<file path="config.mk">
export PLATFORM = sky130hd
export DESIGN_NAME = bfm_ctrl
export DESIGN_NICKNAME = d
export VERILOG_FILES = /design/src/design/bfm_pkg.sv /design/src/design/bfm_ctrl.sv
export SDC_FILE = /design/constraint.sdc
export NUM_CORES = 1
export LEC_CHECK = 0
export BUFFER_PORTS_ARGS = -buffer_cell sky130_fd_sc_hd__buf_2
export CAP_MARGIN = 40
export CELL_PAD_IN_SITES_DETAIL_PLACEMENT = 1
export CELL_PAD_IN_SITES_GLOBAL_PLACEMENT = 1
export CORE_MARGIN = 4
export CORE_UTILIZATION = 35
export CTS_CLUSTER_SIZE = 40
export DETAILED_ROUTE_END_ITERATION = 10
export GPL_ROUTABILITY_DRIVEN = 0
export PLACE_DENSITY_LB_ADDON = 0.2
export REMOVE_ABC_BUFFERS = 1
export SLEW_MARGIN = 30
export SYNTH_ARGS = -nofsm -noshare
export SYNTH_HDL_FRONTEND = slang
export SYNTH_SLANG_ARGS = --single-unit
</file>
<file path="constraint.sdc">
create_clock -name i_clk -period 5.6 [get_ports i_clk]
set_input_delay 0.56 -clock i_clk [delete_from_list [all_inputs] [get_ports i_clk]]
set_output_delay 0.56 -clock i_clk [all_outputs]
set_load 0.02 [all_outputs]
</file>
<file path="src/design/bfm_pkg.sv">
// ---------------------------------------------------------------------------
// bfm_pkg: shared definitions for the brainfuck machine core
// Sizes, command and event codes, and the command/status bundles between
// the controller and the datapath.
// ---------------------------------------------------------------------------
package bfm_pkg;

    localparam int TAPE_CELLS    = 32768;
    localparam int PROGRAM_DEPTH = 4096;
    localparam int RUN_BUDGET    = 65536;

    localparam int TAPE_AW  = $clog2(TAPE_CELLS);
    localparam int PROG_AW  = $clog2(PROGRAM_DEPTH);
    localparam int LEN_W    = $clog2(PROGRAM_DEPTH + 1);
    localparam int SPENT_W  = $clog2(RUN_BUDGET + 1);

    typedef enum logic [1:0] {
        OP_CLEAR  = 2'd0,
        OP_APPEND = 2'd1,
        OP_RESUME = 2'd2
    } t_op;

    typedef enum logic [2:0] {
        SYM_INC   = 3'd0,
        SYM_DEC   = 3'd1,
        SYM_LEFT  = 3'd2,
        SYM_RIGHT = 3'd3,
        SYM_OPEN  = 3'd4,
        SYM_CLOSE = 3'd5,
        SYM_IN    = 3'd6,
        SYM_OUT   = 3'd7
    } t_sym;

    typedef enum logic [2:0] {
        EV_OK       = 3'd0,
        EV_FULL     = 3'd1,
        EV_OUTPUT   = 3'd2,
        EV_INPUT    = 3'd3,
        EV_HALT     = 3'd4,
        EV_NO_CLOSE = 3'd5,
        EV_NO_OPEN  = 3'd6
    } t_event;

    typedef struct packed {
        logic   clr;
        logic   sweep_wr;
        logic   append;
        logic   resume;
        logic   cell_inc;
        logic   cell_dec;
        logic   cell_load;
        logic   ptr_inc;
        logic   ptr_dec;
        logic   pc_inc;
        logic   spent_inc;
        logic   set_pending;
        logic   scan_sel;
        logic   scan_fwd_start;
        logic   scan_bwd_start;
        logic   scan_step;
        logic   scan_back;
        logic   scan_done;
        logic   emit;
        t_event ev;
        logic   emit_cell;
    } t_dp_cmd;

    typedef struct packed {
        logic sweep_last;
        logic pending;
        logic budget_out;
        logic at_end;
        logic full;
        t_sym sym;
        logic cell_zero;
        logic pc_zero;
        logic idx_in;
        logic idx_zero;
        logic hit_fwd;
        logic hit_bwd;
        logic emit_ok;
    } t_dp_sts;

endpackage

</file>
<file path="src/design/bfm_ctrl.sv">
// ---------------------------------------------------------------------------
// bfm_ctrl: sequencer of the brainfuck machine core
// Takes input words, steps the interpreter one command per state visit and
// drives the datapath through a command bundle.
// ---------------------------------------------------------------------------
module bfm_ctrl (
    input  logic             i_clk,
    input  logic             i_rst_n,
    input  logic             i_in_valid,
    input  logic [1:0]       i_in_op,
    input  bfm_pkg::t_dp_sts i_sts,
    output logic             o_in_ready,
    output bfm_pkg::t_dp_cmd o_cmd
);

    typedef enum logic [6:0] {
        S_SWEEP   = 7'b0000001,
        S_IDLE    = 7'b0000010,
        S_CLR_ACK = 7'b0000100,
        S_EXEC    = 7'b0001000,
        S_LOAD    = 7'b0010000,
        S_SCAN_F  = 7'b0100000,
        S_SCAN_B  = 7'b1000000
    } t_state;

    t_state r_state, n_state;
    logic   r_clr_ack, n_clr_ack;

    always_comb begin
        n_state    = r_state;
        n_clr_ack  = r_clr_ack;
        o_cmd      = '0;
        o_in_ready = 1'b0;

        case (r_state)
            S_SWEEP: begin
                o_cmd.sweep_wr = 1'b1;
                if (i_sts.sweep_last) begin
                    n_state = r_clr_ack ? S_CLR_ACK : S_IDLE;
                end
            end
            S_CLR_ACK: begin
                if (i_sts.emit_ok) begin
                    o_cmd.emit = 1'b1;
                    o_cmd.ev   = bfm_pkg::EV_OK;
                    n_clr_ack  = 1'b0;
                    n_state    = S_IDLE;
                end
            end
            S_IDLE: begin
                o_in_ready = i_sts.emit_ok;
                if (i_in_valid && i_sts.emit_ok) begin
                    case (bfm_pkg::t_op'(i_in_op))
                        bfm_pkg::OP_CLEAR: begin
                            o_cmd.clr = 1'b1;
                            n_clr_ack = 1'b1;
                            n_state   = S_SWEEP;
                        end
                        bfm_pkg::OP_APPEND: begin
                            o_cmd.emit = 1'b1;
                            if (i_sts.full) begin
                                o_cmd.ev = bfm_pkg::EV_FULL;
                            end else begin
                                o_cmd.append = 1'b1;
                                o_cmd.ev     = bfm_pkg::EV_OK;
                            end
                        end
                        bfm_pkg::OP_RESUME: begin
                            o_cmd.resume = 1'b1;
                            n_state      = S_EXEC;
                        end
                        default: begin
                            o_cmd.emit = 1'b1;
                            o_cmd.ev   = bfm_pkg::EV_OK;
                        end
                    endcase
                end
            end
            S_EXEC: begin
                // hold everything until the result register can take a word
                if (i_sts.emit_ok) begin
                    if (i_sts.budget_out) begin
                        o_cmd.emit = 1'b1;
                        o_cmd.ev   = bfm_pkg::EV_OK;
                        n_state    = S_IDLE;
                    end else if (i_sts.at_end) begin
                        o_cmd.emit = 1'b1;
                        o_cmd.ev   = bfm_pkg::EV_HALT;
                        n_state    = S_IDLE;
                    end else begin
                        o_cmd.spent_inc = 1'b1;
                        case (i_sts.sym)
                            bfm_pkg::SYM_INC: begin
                                o_cmd.cell_inc = 1'b1;
                                o_cmd.pc_inc   = 1'b1;
                            end
                            bfm_pkg::SYM_DEC: begin
                                o_cmd.cell_dec = 1'b1;
                                o_cmd.pc_inc   = 1'b1;
                            end
                            bfm_pkg::SYM_LEFT: begin
                                o_cmd.ptr_dec = 1'b1;
                                o_cmd.pc_inc  = 1'b1;
                                n_state       = S_LOAD;
                            end
                            bfm_pkg::SYM_RIGHT: begin
                                o_cmd.ptr_inc = 1'b1;
                                o_cmd.pc_inc  = 1'b1;
                                n_state       = S_LOAD;
                            end
                            bfm_pkg::SYM_OPEN: begin
                                if (i_sts.cell_zero) begin
                                    o_cmd.scan_fwd_start = 1'b1;
                                    o_cmd.scan_sel       = 1'b1;
                                    n_state              = S_SCAN_F;
                                end else begin
                                    o_cmd.pc_inc = 1'b1;
                                end
                            end
                            bfm_pkg::SYM_CLOSE: begin
                                if (i_sts.cell_zero) begin
                                    o_cmd.pc_inc = 1'b1;
                                end else if (i_sts.pc_zero) begin
                                    o_cmd.emit = 1'b1;
                                    o_cmd.ev   = bfm_pkg::EV_NO_OPEN;
                                    n_state    = S_IDLE;
                                end else begin
                                    o_cmd.scan_bwd_start = 1'b1;
                                    o_cmd.scan_back      = 1'b1;
                                    o_cmd.scan_sel       = 1'b1;
                                    n_state              = S_SCAN_B;
                                end
                            end
                            bfm_pkg::SYM_IN: begin
                                o_cmd.pc_inc      = 1'b1;
                                o_cmd.set_pending = 1'b1;
                                o_cmd.emit        = 1'b1;
                                o_cmd.ev          = bfm_pkg::EV_INPUT;
                                n_state           = S_IDLE;
                            end
                            default: begin
                                o_cmd.pc_inc    = 1'b1;
                                o_cmd.emit      = 1'b1;
                                o_cmd.ev        = bfm_pkg::EV_OUTPUT;
                                o_cmd.emit_cell = 1'b1;
                                n_state         = S_IDLE;
                            end
                        endcase
                    end
                end
            end
            S_LOAD: begin
                o_cmd.cell_load = 1'b1;
                n_state         = S_EXEC;
            end
            S_SCAN_F: begin
                // keep the read port on the scan index while stalled
                o_cmd.scan_sel = 1'b1;
                if (i_sts.emit_ok) begin
                    if (!i_sts.idx_in) begin
                        o_cmd.scan_sel = 1'b0;
                        o_cmd.emit     = 1'b1;
                        o_cmd.ev       = bfm_pkg::EV_NO_CLOSE;
                        n_state        = S_IDLE;
                    end else if (i_sts.hit_fwd) begin
                        o_cmd.scan_sel  = 1'b0;
                        o_cmd.scan_done = 1'b1;
                        n_state         = S_EXEC;
                    end else begin
                        o_cmd.scan_step = 1'b1;
                    end
                end
            end
            S_SCAN_B: begin
                o_cmd.scan_sel  = 1'b1;
                o_cmd.scan_back = 1'b1;
                if (i_sts.emit_ok) begin
                    if (i_sts.hit_bwd) begin
                        o_cmd.scan_sel  = 1'b0;
                        o_cmd.scan_done = 1'b1;
                        n_state         = S_EXEC;
                    end else if (i_sts.idx_zero) begin
                        o_cmd.scan_sel = 1'b0;
                        o_cmd.emit     = 1'b1;
                        o_cmd.ev       = bfm_pkg::EV_NO_OPEN;
                        n_state        = S_IDLE;
                    end else begin
                        o_cmd.scan_step = 1'b1;
                    end
                end
            end
            default: begin
                n_state = S_IDLE;
            end
        endcase
    end

    always_ff @(posedge i_clk) begin
        if (!i_rst_n) begin
            r_state   <= S_SWEEP;
            r_clr_ack <= 1'b0;
        end else begin
            r_state   <= n_state;
            r_clr_ack <= n_clr_ack;
        end
    end

endmodule

</file>
# == Yosys cells after proc, flatten, opt, wreduce, memory -nomap -nowiden ==
# Index checks and enable logic that the tools add are counted.
# totals
register_bits,8
inputBits,20
output_inout_bits,24
# op_classes
eq_ne,28
mux,95
reduce_logical,11
# op_table
op,count
two-way mux 7 bit,15
one-hot mux 7 bit (7 select lines),1
two-way mux 1 bit,42
two-way mux 4 bit,9
one-hot mux 7 bit (4 select lines),1
two-way mux 8 bit,3
two-way mux 5 bit,4
one-hot mux 4 bit (5 select lines),1
two-way mux 2 bit,8
one-hot mux 7 bit (2 select lines),1
inequality test 2 bit (second input constant),6
one-hot mux 1 bit (2 select lines),6
one-hot mux 4 bit (3 select lines),1
AND reduction 12 bit,1
inequality test 5 bit (second input constant),2
equality test 3 bit (second input constant),3
one-hot mux 4 bit (2 select lines),1
equality test 7 x 1 -> 1 bit (second input constant),1
equality test 7 x 2 -> 1 bit (second input constant),1
equality test 7 x 3 -> 1 bit (second input constant),1
equality test 7 x 4 -> 1 bit (second input constant),1
equality test 7 x 5 -> 1 bit (second input constant),1
equality test 7 x 6 -> 1 bit (second input constant),1
equality test 7 bit (second input constant),1
other kinds (18),22

# == Depth between registers and ports, before layout ==
# Gate-level depths: netlist (run 1).
# logic_depth
ltp_word,7
ltp_mapped,7
ltp_nobuf,6

# == Least setup slack after synthesis (run 1) ==
# Ideal clock, no wire load.
# synth_path
path_kind,reg2out
from,register r_state[4]
to,output o_cmd[3] (netlist bit)
arrival_time_ns,1.906
path_slack_ns,3.134
path_stages_with_launch,6
n_path_buf,1
cell_sequence,dfxtp_1 -> buf_6 -> or4_4 -> nor3_1 -> nand3b_1 -> o21ai_0
# synth_rtl
element,line_no,source
start: declaration,bfm_ctrl.sv:26,"t_state r_state, n_state;"
start signal: assignment,bfm_ctrl.sv:203,r_state <= n_state;
end: declaration,bfm_ctrl.sv:13,output bfm_pkg::t_dp_cmd o_cmd

==> key figures, run 1 <==
Power and ir drop
  • Worst VDD drop: 0.000144 V
  • Sw frac: 0.385
  • Power per standard cell area: 150 nW/µm²
  • Pint: 0.000120 W
  • Comb power frac: 0.435
  • Register share of total power: 0.350
  • Clock power frac: 0.215
  • Net Switching: 0.0000752 W
  • LEAKAGE: 0.616 nW

Clocking
  • Post-CTS Hold Buffers: 0
  • Root buffer cell: clkbuf_4
  • Post_cts resized: 0
  • H-Tree Depth: 1
  • Clock sink count: 8
  • Setup bufs post-CTS: 0
  • CTS tree: built
  • Longest Clk Path Bufs: 2
  • Reg clk slew, reported paths: 50 ps
  • Worst skew pair latency: 250 ps
  • Num CTS Buffers: 3

Route
  • Detailed Route Iter0 Violations: 93
  • Via count: 1363
  • WL met1: 1820 µm
  • Met3 Wirelength: 197 µm
  • Highest routed layer: met4
  • Remaining antenna violation count after routing: 0
  • Vias per inst: 6.08
  • DRC viols: 0
  • Met2 routed WL: 1920 µm
  • Drt total wl: 3980 µm
  • DRT Pass-1 Iters: 4
  • Routed wire per std cell: 17.7 µm

Cells and area
  • Filler instances: 397
  • P&R area growth vs syn: 21.3%
  • Layout cell share with drive strength beyond 1: 0.285
  • Post-Layout Cell Count: 224
  • # nets final: 215
  • Final core occ: 0.457
  • Ant diodes: 0

Synth
  • Cell taking the most area after synthesis: dfxtp_1
  • Post-synth EDFFs: 0
  • Ys flop type: dfxtp_1
  • Synth warnings: 0
  • Mapped Cells: 157
  • Main combinational cell family by area after synthesis: simple AND/OR/NAND/NOR gates
  • Top cells by area, synth: dfxtp_1 (15%), nand2b_1 (5.8%), nand2_1 (4.5%)
  • Synth Area in Simple Gates: 0.453
  • Sequential fraction of the synthesis area: 0.149
  • #FFs+latches synth: 8
  • Synth Area in Compound Gates: 0.284
  • Post-Synth XOR/XNOR Area: 0.0244
  • Most common library cells after synthesis: nand2_1 (13), nor2_1 (13), nand2b_1 (10)
  • Mux share of post-synthesis cell area: 0.0186
  • Mapped cell area: 1070 µm²
  • Async set-reset flop share out of synthesis: 0
  • Adder-cell share of the synthesized area: 0
  • Syn Area/Cell: 6.85 µm²
  • Synth cell types: 52
  • Proportion of netlist area held by the largest area contributor: 0.149

STA
  • Fmax: 331 MHz
  • Worst Skew: 2.38 ps
  • Final WS setup: 2580 ps
  • Setup TNS: 0 ps
  • Worst-margin pin slew: 713 ps
  • Final setup fails: 0
  • Fin. Hold Viols: 0
  • Slew HR: 0.521
  • Final worst path period need: 3020 ps
  • Slew Limit Fails: 0
  • Crit share post-route: 0.540
  • Unrepaired setup endpoints after global routing: false

Placed design
  • Dpl cells: 221
  • Dpl hpwl: 3230 µm
  • DP Worst Slack: 2840 ps
  • Number of port buffers: 42

Floorplan
  • Die span in x: 63.4 µm
  • Die area: 4020 µm²
  • Core area: 2850 µm²
  • DIE HEIGHT: 63.4 µm
  • Initial Utilization: 0.377
  • Row count: 19
  • Ports: 44

Status
  • Status: finished clean

Global route
  • Via count of the first global-routing pass: 1383
  • Largest net degree at the start of global routing: 16
  • Initial antenna violation count: 0
  • Total track usage: 0.195
  • Gr ovfl total: 0
  • First-pass GRT wire length: 6510 µm

Setup path
  • CP Class: register to output pin
  • Required @ worst endpoint: 5040 ps
  • Arr. time, crit path: 2460 ps
  • Worst Path Max Fanout: 14
  • Startpoint type of the worst setup path: register
  • Critical Path Sink Type: output pin

Flow run
  • Max-cap viol count: 0

Worst hold path
  • Hold Path Class: register to register
==> worst max-delay path, stage by stage (launching register included) <==
cell,delay (ps)
dfxtp_1,460
or4_4,630
or4_4,520
o211a_1,290
o21ai_0,110
buf_2,210
==> layout make-up <==
class / count / area (µm²) / area share
Clock buffer: 3 / 22.5 / 0.0173
Inverter: 9 / 33.8 / 0.0259
Multi-Input combinational cell: 131 / 838 / 0.643
Sequential cell: 8 / 160 / 0.123
Tap cell: 31 / 38.8 / 0.0298
Timing Repair Buffer: 42 / 210 / 0.161
==> logic make-up after synthesis <==
kind of cell,Yosys count
AND/OR/NAND/NOR,84
AO/OA/AOI/OAI,42
buffers and inverters,18
flip-flops,8
XOR/XNOR,3
multiplexers,2
==> cell usage in the layout (no fill, tap or decap), types with 3 or more instances in the layout <==
cell	Yosys	layout
nand3_1	3	3
o31ai_1	4	4
clkbuf_4	0	3
nand2_1	13	13
nand4_1	3	3
nor2_1	13	13
nor4_1	3	3
nor2b_1	4	4
nor3_1	9	9
or3_1	3	3
dfxtp_1	8	8
inv_1	9	9
nand3b_1	3	3
a21oi_1	7	7
buf_2	0	42
o21ai_0	8	8
and2_1	4	4
a2bb2oi_1	3	3
nand2b_1	10	10
==> sequential cells by signal, indices dropped and copies added (netlist names) <==
register,cells
r_clr_ack,1
r_state,7
==> per-stage QoR <==
stage | cell area, µm² | power (W) | hold WS (ps)
final | 1300 | 0.000195 | 539
after detailed placement | 1280 | 0.000153 | 525
after global routing | 1300 | 0.000209 | 555
after global placement | 1280 | 0.000150 | 514
after CTS | 1300 | 0.000197 | 543
after floorplan | 1030 | 0.000123 | 497
==> worst paths after layout <==
check / start / end / slack, ps / cells past startpoint
worst max register to register: r_state[6] / r_state[0] / 3190 / 5
worst min register to register: r_clr_ack / r_clr_ack / 540 / 1
worst min-delay path: r_clr_ack / r_clr_ack / 540 / 1
worst max-delay path: r_state[6] / o_cmd[10] / 2580 / 5
==> layer usage <==
metal / track usage / vias up
met2: 0.330 / 39
li1: - / 660
met3: 0.0160 / 4
met5: 0 / -
met1: 0.264 / 660
met4: 0.0485 / 0
==> power by group through the flow <==
stage | clock network, W | logic (W) | registers [W]
global route | 0.0000466 | 0.0000931 | 0.0000690
CTS | 0.0000442 | 0.0000844 | 0.0000680
detailed placement | 0 | 0.0000838 | 0.0000694
floorplan | 0 | 0.0000561 | 0.0000665
global placement | 0 | 0.0000809 | 0.0000687
finish | 0.0000420 | 0.0000849 | 0.0000684
(Power assumes the default switching activity.)
==> run 2, diff against run 1 <==
--- a/config.mk
+++ b/config.mk
@@ -10,7 +10,7 @@
 export CELL_PAD_IN_SITES_DETAIL_PLACEMENT = 1
 export CELL_PAD_IN_SITES_GLOBAL_PLACEMENT = 1
 export CORE_MARGIN = 4
-export CORE_UTILIZATION = 35
+export CORE_UTILIZATION = 29
 export CTS_CLUSTER_SIZE = 40
 export DETAILED_ROUTE_END_ITERATION = 10
 export GPL_ROUTABILITY_DRIVEN = 0
==> constraint.sdc (replaced) <==
create_clock -name i_clk -period 2.45 [get_ports i_clk]
set_input_delay 0.245 -clock i_clk [delete_from_list [all_inputs] [get_ports i_clk]]
set_output_delay 0.245 -clock i_clk [all_outputs]
set_load 0.02 [all_outputs]
==> run 2 against run 1 <==
Against the previous run: first-iteration DRC count shrank 29%; global-route usage shrank 0.50 points; clock power grew to 3.6 times the previous value; non-clock buffer count grew 9; critical endpoint unchanged; die area grew 18%; highest routed layer unchanged; final cell count grew 11%; sequential power grew 120%; clock skew shrank 0.73 ps; utilization shrank 4.1 points; hold slack lost 210 ps; critical path type unchanged.
==> key figures, run 2 (synthesized netlist as in run 1, its figures left out) <==
Setup path
  • Required @ worst endpoint: 2200 ps (-2840 ps)
  • Arr. time, crit path: 2100 ps (-360 ps)
  • CP Class: register to output pin
  • Critical Path Sink Type: output pin
  • Worst r2r src: r_state[6]
  • Worst setup endpoint: o_cmd[10]
  • Startpoint type of the worst setup path: register
  • RR Endpoint: r_state[0]
  • FF-to-FF path depth: 5 (unchanged)
  • Worst setup startpoint: r_state[4]
  • Worst Path Max Fanout: 8 (-6)
  • Flop2flop setup slack: 310 ps (-2880 ps)

STA
  • Worst hold margin: 329 ps (-210 ps)
  • Worst-margin pin slew: 469 ps (-244 ps)
  • Setup TNS: 0 ps (unchanged)
  • Final worst path period need: 2350 ps
  • Worst Skew: 1.65 ps (-0.732 ps)
  • Unrepaired setup endpoints after global routing: false
  • Crit share post-route: 0.958
  • Final setup fails: 0 (unchanged)
  • Slew HR: 0.686 (+0.165)
  • Fin. Hold Viols: 0 (unchanged)
  • Fmax: 426 MHz
  • Slew Limit Fails: 0 (unchanged)

Route
  • DRT Pass-1 Iters: 4 (unchanged)
  • Routed wire per std cell: 16.9 µm (-5.0%)
  • Remaining antenna violation count after routing: 0 (unchanged)
  • DRC viols: 0 (unchanged)
  • Drt total wl: 4180 µm (+5.1%)
  • Detailed Route Iter0 Violations: 66 (-29%)
  • Vias per inst: 5.56 (-8.6%)
  • Via count: 1380 (+1.2%)

Clocking
  • Clock sink count: 8 (unchanged)
  • Post-CTS Hold Buffers: 0 (unchanged)
  • Reg clk slew, reported paths: 40 ps (about the same)
  • Post_cts resized: 0 (unchanged)
  • H-Tree Depth: 1 (unchanged)
  • Setup bufs post-CTS: 0 (unchanged)
  • Worst skew pair latency: 220 ps (-30 ps)
  • CTS tree: built
  • Root buffer cell: clkbuf_8
  • Num CTS Buffers: 3 (unchanged)
  • Longest Clk Path Bufs: 2 (unchanged)

Cells and area
  • P&R area growth vs syn: 34.1%
  • Biggest regs: r_state: 7 flops, r_clr_ack: 1 flops
  • # nets final: 224 (+4.2%)
  • Layout cell share with drive strength beyond 1: 0.342 (+0.0566)
  • Final instance area: 1440 µm² (+11%)
  • Multi-input logic area: 868 µm² (+3.6%)
  • Max reg flops: 7 (unchanged)
  • Filler instances: 487 (+23%)
  • Ant diodes: 0 (unchanged)
  • Reg area: 160 µm² (unchanged)
  • Most frequent cells in the layout: buf_2 (41), nor2_1 (13), nand2_1 (13)
  • Commonest non-fill, non-tap cell in the layout: buf_2
  • Largest Register: r_state

Power and ir drop
  • LEAKAGE: 0.675 nW (+9.7%)
  • Total power: 0.000517 W (+160%)
  • Power per standard cell area: 359 nW/µm² (+140%)
  • Worst VDD drop: 0.000296 V (+110%)

Global route
  • Largest net degree at the start of global routing: 16 (unchanged)
  • Gr ovfl total: 0 (unchanged)
  • Via count of the first global-routing pass: 1446 (+4.6%)
  • Met3 usage: 0.0113 (-0.00464)
  • Top Usage Layer GRT: met2
  • Met1 Use GR: 0.265 (+0.000364)
  • Initial antenna violation count: 0 (unchanged)
  • Total track usage: 0.190 (-0.00501)
  • First-pass GRT wire length: 6970 µm (+7.0%)
  • M2 GR Usage: 0.320 (-0.00962)

Flow run
  • Max-cap viol count: 0 (unchanged)

Floorplan
  • Die span in x: 68.9 µm (+8.6%)
  • Row count: 21 (+2)
  • Die area: 4740 µm² (+18%)
  • Initial Utilization: 0.310 (-0.0669)
  • Ports: 44 (unchanged)
  • Core area: 3470 µm² (+22%)
  • DIE HEIGHT: 68.9 µm (+8.6%)

Status
  • Status: finished clean

Placed design
  • Placed instance area: 1370 µm² (+6.7%)
  • Dpl hpwl: 3440 µm (+6.5%)
  • Number of port buffers: 42 (unchanged)

Worst hold path
  • Hold Path Class: primary input to register
  • Hold Path Depth: 2 (+1)
-- run 2: metrics by stage --
stage / setup slack, ps / utilization / cells
2_1_floorplan: 260 / - / 148
3_3_place_gp: 252 / 0.394 / 245
3_5_place_dp: 263 / 0.394 / 245
4_1_cts: 18.0 / 0.406 / 248
5_1_grt: 18.0 / 0.416 / 248
6_report: 103 / 0.416 / 248
-- run 2: critical path, cell delays in order (launching register included) --
cell	delay (ps)
dfxtp_1	300
buf_4	160
or3_1	390
or4_1	580
o211a_4	210
o21ai_0	80
buf_4	170
-- run 2: area by class of cell --
cell class,instances,share of cell area
Timing Repair Buffer,51,0.194
Sequential cell,8,0.111
Tap cell,46,0.0399
Inverter,9,0.0234
Multi-Input combinational cell,131,0.602
Clock buffer,3,0.0286
-- run 2: per-layer routing --
layer,wire length [µm],part of all wire,vias to the layer above
li1,-,-,673
met1,1890,0.45,679
met2,2140,0.51,24
met3,120,0.029,4
met4,25,0.0060,0
met5,0,0,-
-- run 2: power breakdown --
group	internal (W)	switching (W)
sequential	0.000139	0.0000133
combinational	0.0000893	0.000123
clock	0.000106	0.0000470
-- run 2: how the worst min path moves through the flow --
stage | slack (ps) | startpoint | end
CTS | 320 | i_rst_n | r_state[3]
detailed placement | 520 | r_clr_ack | r_clr_ack
global placement | 510 | r_clr_ack | r_clr_ack
finish | 330 | i_rst_n | r_state[3]
global route | 330 | i_rst_n | r_state[3]
floorplan | 360 | i_rst_n | r_state[3]
